File: src/rtl/core/fust_pkg.sv
// ----------------------------------------------------------------------------
// fust_pkg: shared types and constants of the first unique symbol tracker
// holds payload structs, control structs between modules and default sizes
// ----------------------------------------------------------------------------
`default_nettype none

package fust_pkg;

   localparam longint unsigned MAX_LEN_DEF = 64'd65536;
   localparam int ALPHABET_SIZE_DEF = 256;

   localparam int SYMBOL_W = 8;
   localparam int POS_W = 16;
   localparam int COUNT_W = 2;
   localparam logic [COUNT_W-1:0] COUNT_SAT = 2'd2;

   // candidate queue: one entry per distinct symbol at most
   localparam int FIFO_DEPTH = 256;
   localparam int FIFO_IDX_W = $clog2(FIFO_DEPTH);
   localparam int FIFO_PTR_W = FIFO_IDX_W + 1;

   typedef struct packed {
      logic [SYMBOL_W-1:0] symbol;
      logic                last;
   } req_payload_type;

   typedef struct packed {
      logic             found;
      logic [POS_W-1:0] first_position;
      logic             length_overflow;
      logic             end_of_string;
   } rsp_payload_type;

   typedef struct packed {
      logic rd_en;
      logic wr_en;
      logic clear;
   } cnt_ctrl_type;

   typedef struct packed {
      logic               is_zero;
      logic               repeated;
      logic [COUNT_W-1:0] next_count;
   } cnt_stat_type;

   typedef struct packed {
      logic push;
      logic pop;
      logic rd_en;
      logic clear;
   } fifo_ctrl_type;

endpackage

`default_nettype wire

File: src/rtl/core/fust_count_table.sv
// ----------------------------------------------------------------------------
// fust_count_table: per-symbol occurrence counts saturating at two
// count memory with flop valid bits, registered read and shared compare
// ----------------------------------------------------------------------------
`default_nettype none

module fust_count_table #(
   parameter int ALPHABET_SIZE = fust_pkg::ALPHABET_SIZE_DEF,
   parameter int SYM_W = $clog2(ALPHABET_SIZE)
) (
   input  wire logic                           clock,
   input  wire logic                           reset,
   input  wire fust_pkg::cnt_ctrl_type         ctrl,
   input  wire logic [SYM_W-1:0]               rd_addr,
   input  wire logic [SYM_W-1:0]               wr_addr,
   input  wire logic [fust_pkg::COUNT_W-1:0]   wr_data,
   output fust_pkg::cnt_stat_type              stat
);

   logic [fust_pkg::COUNT_W-1:0] cnt_mem [ALPHABET_SIZE];
   logic [ALPHABET_SIZE-1:0]     valid_ff;
   logic [fust_pkg::COUNT_W-1:0] rd_data_ff;
   logic                         rd_hit_ff;
   logic [fust_pkg::COUNT_W-1:0] cur_count;

   always_ff @(posedge clock) begin
      if (ctrl.wr_en) begin
         cnt_mem[wr_addr] <= wr_data;
      end
      if (ctrl.rd_en) begin
         rd_data_ff <= cnt_mem[rd_addr];
      end
   end

   // valid bits stand in for the clear after reset and after the last byte
   always_ff @(posedge clock) begin
      if (reset || ctrl.clear) begin
         valid_ff  <= '0;
         rd_hit_ff <= 1'b0;
      end else begin
         if (ctrl.wr_en) begin
            valid_ff[wr_addr] <= 1'b1;
         end
         if (ctrl.rd_en) begin
            rd_hit_ff <= valid_ff[rd_addr];
         end
      end
   end

   // shared compare and saturating increment
   always_comb begin
      cur_count = rd_hit_ff ? rd_data_ff : '0;
      stat.is_zero = (cur_count == '0);
      stat.repeated = (cur_count >= fust_pkg::COUNT_SAT);
      stat.next_count = stat.repeated ? fust_pkg::COUNT_SAT
                                      : cur_count + fust_pkg::COUNT_W'(1);
   end

endmodule

`default_nettype wire

File: config.mk
export PLATFORM = sky130hd
export DESIGN_NAME = fust_count_table
export DESIGN_NICKNAME = d
export VERILOG_FILES = /design/src/rtl/core/fust_pkg.sv /design/src/rtl/core/fust_count_table.sv
export SDC_FILE = /design/constraint.sdc
export NUM_CORES = 1
export LEC_CHECK = 0
export BUFFER_PORTS_ARGS = -buffer_cell sky130_fd_sc_hd__buf_4
export CORE_MARGIN = 2
export CORE_UTILIZATION = 25
export CTS_BUF_LIST = sky130_fd_sc_hd__clkbuf_2
export CTS_CLUSTER_DIAMETER = 60
export DETAILED_ROUTE_END_ITERATION = 16
export HOLD_SLACK_MARGIN = 0.15
export MAX_ROUTING_LAYER = met4
export PLACE_DENSITY = 0.41
export SLEW_MARGIN = 40
export SYNTH_ARGS = -nofsm -noshare
export SYNTH_HDL_FRONTEND = slang
export SYNTH_SLANG_ARGS = --single-unit
export TNS_END_PERCENT = 20
File: constraint.sdc
create_clock -name clock -period 2.15 [get_ports clock]
set_input_delay 0.1075 -clock clock [delete_from_list [all_inputs] [get_ports clock]]
set_output_delay 0.1075 -clock clock [all_outputs]
set_load 0.02 [all_outputs]
==> results <==
- The run finished, with violations left.
- The final reports fail on negative setup slack.
- The quantity of I/O buffers inserted on ports is 26.
- The required time reported for the critical path endpoint is 3.20 ns.
- The wire-length estimate of the detail-placed layout is 60.1 mm.
- The endpoint kind of the worst setup timing path is a flip-flop.
- The synthesized area per cell is 15.9 µm².
- The first global-routing pass estimated 133 mm of wire.
- In the post-route analysis, the smallest setup slack over all paths is -0.393 ns.
- The worst-case hold slack is 0.337 ns.
- In this run the static leakage power is 0.0123 µW.
- The H-tree depth is 4.
- Compared with the post-synthesis result, the final layout area differs by 22.3%.
- The die covers 123,000 µm².
- In the layout the commonest cells are edfxtp_1 (514), clkbuf_2 (298), nor2_1 (268).
- The tightest slew margin relative to the limit is 42.4%.
- The cell area after layout is 36,800 µm².
- At the end of the flow, the number of nets in the layout was 2,279.
- In this run, distinct cell masters in the synthesized netlist total 48.
- The class of the worst hold path is in2reg.
- The number of flops mapped to enable cells by yosys is 514.
- After detailed routing, the number of remaining DRC violations is 0.
- The peak supply drop is 372 µV.
- Per report_power, the clock group accounts for 37.8% of the total.
- Once the floorplan was initialized, standard cells occupied 25.1% of the core.
- The worst path in the final design needs a cycle of 2.54 ns, including I/O delays and setup.
- Clock skew on the completed layout was measured at 0.0775 ns.
- The fill cell instance count of the final layout is 12.0k.
- For this design, the sink count on the clock tree is 771.
- The count of nets left with antenna violations once routing finished came out at 0.
- The final-report hold violation count is 0.
- The kind of critical path is in2reg.
- The placed standard-cell area is 33,700 µm².
- The share of the Yosys chip area taken by registers is 68.4%.
- The net count after synthesis is 1,912.
- Yosys printed 0 warnings.
- Of the available clock period, the critical path in the final layout requires 118%.
- The sequential fraction of design power is 55.3%.
- The number of global-route vias before repair is 19.7k.
- Ranked by total cell area, the synthesized netlist is headed by edfxtp_1 (51%), dfxtp_1 (17%), mux4_2 (14%).
- The number of antenna violations at the first check in global routing came to 4.
- Timing analysis after detailed placement gives a worst setup slack of -0.894 ns.
- The number of pins with negative max-slew slack in the final report is 0.
- Setup violations remaining at the end of the flow were counted as 13.
- The TritonCTS clock tree is built.
- Global routing consumed, over all layers together, 15.4% of the routing resources.
- The detailed-route vias per instance is 4.59.
- The total core area is 120,000 µm².
- Synthesis inferred 771 register bits.
- The reported max-cap violation count is 0.
- The number of core rows is 127.
- The pin count of the biggest net entering global routing is 82.
- In the final layout, the multi-input gates occupy 9190 µm².
- The async set-or-reset flop fraction in the synthesized netlist is 0%.
- The cell type with the largest total area after synthesis is edfxtp_1.
- The maximum count of clock buffers along a single path is 3.
- For the worst-skew pair, the clock arrives at the later sink with an insertion delay of 1.40 ns.
- Setup repair after global routing could not meet its margin everywhere.
- The width of the chip is 351 µm.
- The total overflow left after global routing is 0.
- The library cell used most frequently in the layout, excluding fill and tap cells, is edfxtp_1.
- The cell at the root of the clock tree is clkbuf_2.
- Power comes to 28,600 µW.
- Of the cells placed in the final design, the portion with a size suffix greater than 1 is 33.0%.
- STA classifies the critical path startpoint as an input pin.
- After detailed routing, the total wire length is 91.1 mm.
- The detailed router placed 18.6k vias in this run.
- The switching power of the nets is 7330 µW.
- The commonest register cell after synthesis is edfxtp_1.
- The achievable frequency is 393 MHz.
- Clock-pin slew was measured on the worst setup and hold paths at 0.09 ns.
- The top-level port count is 27.
- At the end of routability-driven placement, the weighted congestion stood at 0.798.
- Power spread over the standard cell area amounts to 776 nW/µm².
- Synthesis handed over a netlist of 1,889 instances.
- The first-pass iteration count of the detailed router is 5.
- Summing all flip-flop and latch instances after layout gives 20,600 µm².
- From bottom edge to top edge, the die measures 351 µm.
- The synthesized cell area is 30,100 µm².
- The largest fanout on the critical path is 16.
- The area share of the largest cell type after synthesis is 51.3%.
- The internal power is 21,200 µW.
- The arrival time of data at the critical path endpoint is 3.60 ns.
- The detail-routed net length per standard cell is 22.5 µm.
- Net switching is 25.7% of the power.
- The actual slew at the worst max-slew pin is 0.864 ns.
- Per report_power, the combinational group accounts for 6.8% of the total.
- The clock buffer count from CTS is 201.
- The first routing iteration left 1,356 violations.
## synth_stat cells, types with 10 or more instances
master / n
buf_4: 10
a22oi_1: 69
nor2_1: 274
edfxtp_1: 514
a21oi_1: 35
buf_2: 12
clkbuf_1: 88
buf_6: 10
nand2_1: 30
buf_1: 11
dfxtp_1: 257
nor2b_1: 11
mux4_2: 181
o21a_1: 257
mux2i_1: 31
nand3_1: 16
## worst max-delay path: stages
cell           delay, ns
buf_4               0.13
buf_4               0.15
dlygate4sd3_1       0.72
nor2b_1             0.17
dlygate4sd3_1       0.65
nand3_1             0.09
dlygate4sd3_1       0.58
buf_4               0.21
nor2_1              0.14
dlygate4sd3_1       0.64
## what timing repair did
action | 4_1_cts | 5_1_grt
cloned | 0 | 0
setup buffers | 0 | 0
pin swaps | 8 | 15
endpoints found under the hold margin | 1285 | 182
resized for setup | 27 | 44
hold buffers | 68 | 4
setup endpoints to repair | 7 | 63
## state kept, by name (all words and copies together), names as in the netlist
register and count:
cnt_mem 512, rd_data_ff 2, rd_hit_ff 1, valid_ff 256
## power groups by stage
stage	sequential, µW	clock, µW	combinational, µW
after floorplan	16100	0	840
after global placement	16100	0	1800
after detailed placement	16100	0	1810
after CTS	15800	11300	1950
after global routing	15800	12100	2080
final	15800	10800	1950
## area by class of cell
cell class,instances,share of cell area (%)
flip-flops and latches,771,55.9
multi-input cells,983,25.0
repair buffers,295,8.09
well taps,1612,5.48
clock buffers,298,4.05
clock inverters,83,1.44
inverters,4,0.0476
diodes,5,0.0340
## through the flow
stage / std cells / TNS [ns] / utilization [%]
after floorplan: 1889 / 0 / -
final: 4051 / -3.05 / 30.8
after global placement: 3593 / -2.39 / 28.2
after global routing: 4050 / -3.23 / 30.8
after detailed placement: 3594 / -2.34 / 28.2
after CTS: 4043 / -6.93 / 30.6
## final timing paths
path / from / end / slack, ns / cells after the start
setup reg to reg: cnt_mem[51][0] / rd_data_ff[0] / -0.30 / 7
hold reg to reg: valid_ff[145] / valid_ff[145] / 0.47 / 1
setup / recovery: wr_addr[5] / cnt_mem[221][0] / -0.39 / 10
hold / removal: wr_addr[5] / cnt_mem[237][1] / 0.34 / 7
## cells by family (layout without fill, tap and decap cells)
group           Yosys count  count (layout)  share of synthesized area (%)
compound gates          397             397                           9.65
other cells               0               5                              0
simple gates            370             370                           5.12
buf+inv                 135             680                           2.11
flops                   771             771                           68.4
mux                     216             216                           14.7
## routing by layer
metal / vias up / track usage [%] / part of all wire, %
li1: 8277 / - / -
met1: 9674 / 19.4 / 44
met2: 507 / 24.3 / 48
met3: 121 / 3.22 / 5.4
met4: 0 / 5.72 / 2.0
met5: - / - / 0
(Power assumes the default switching activity.)
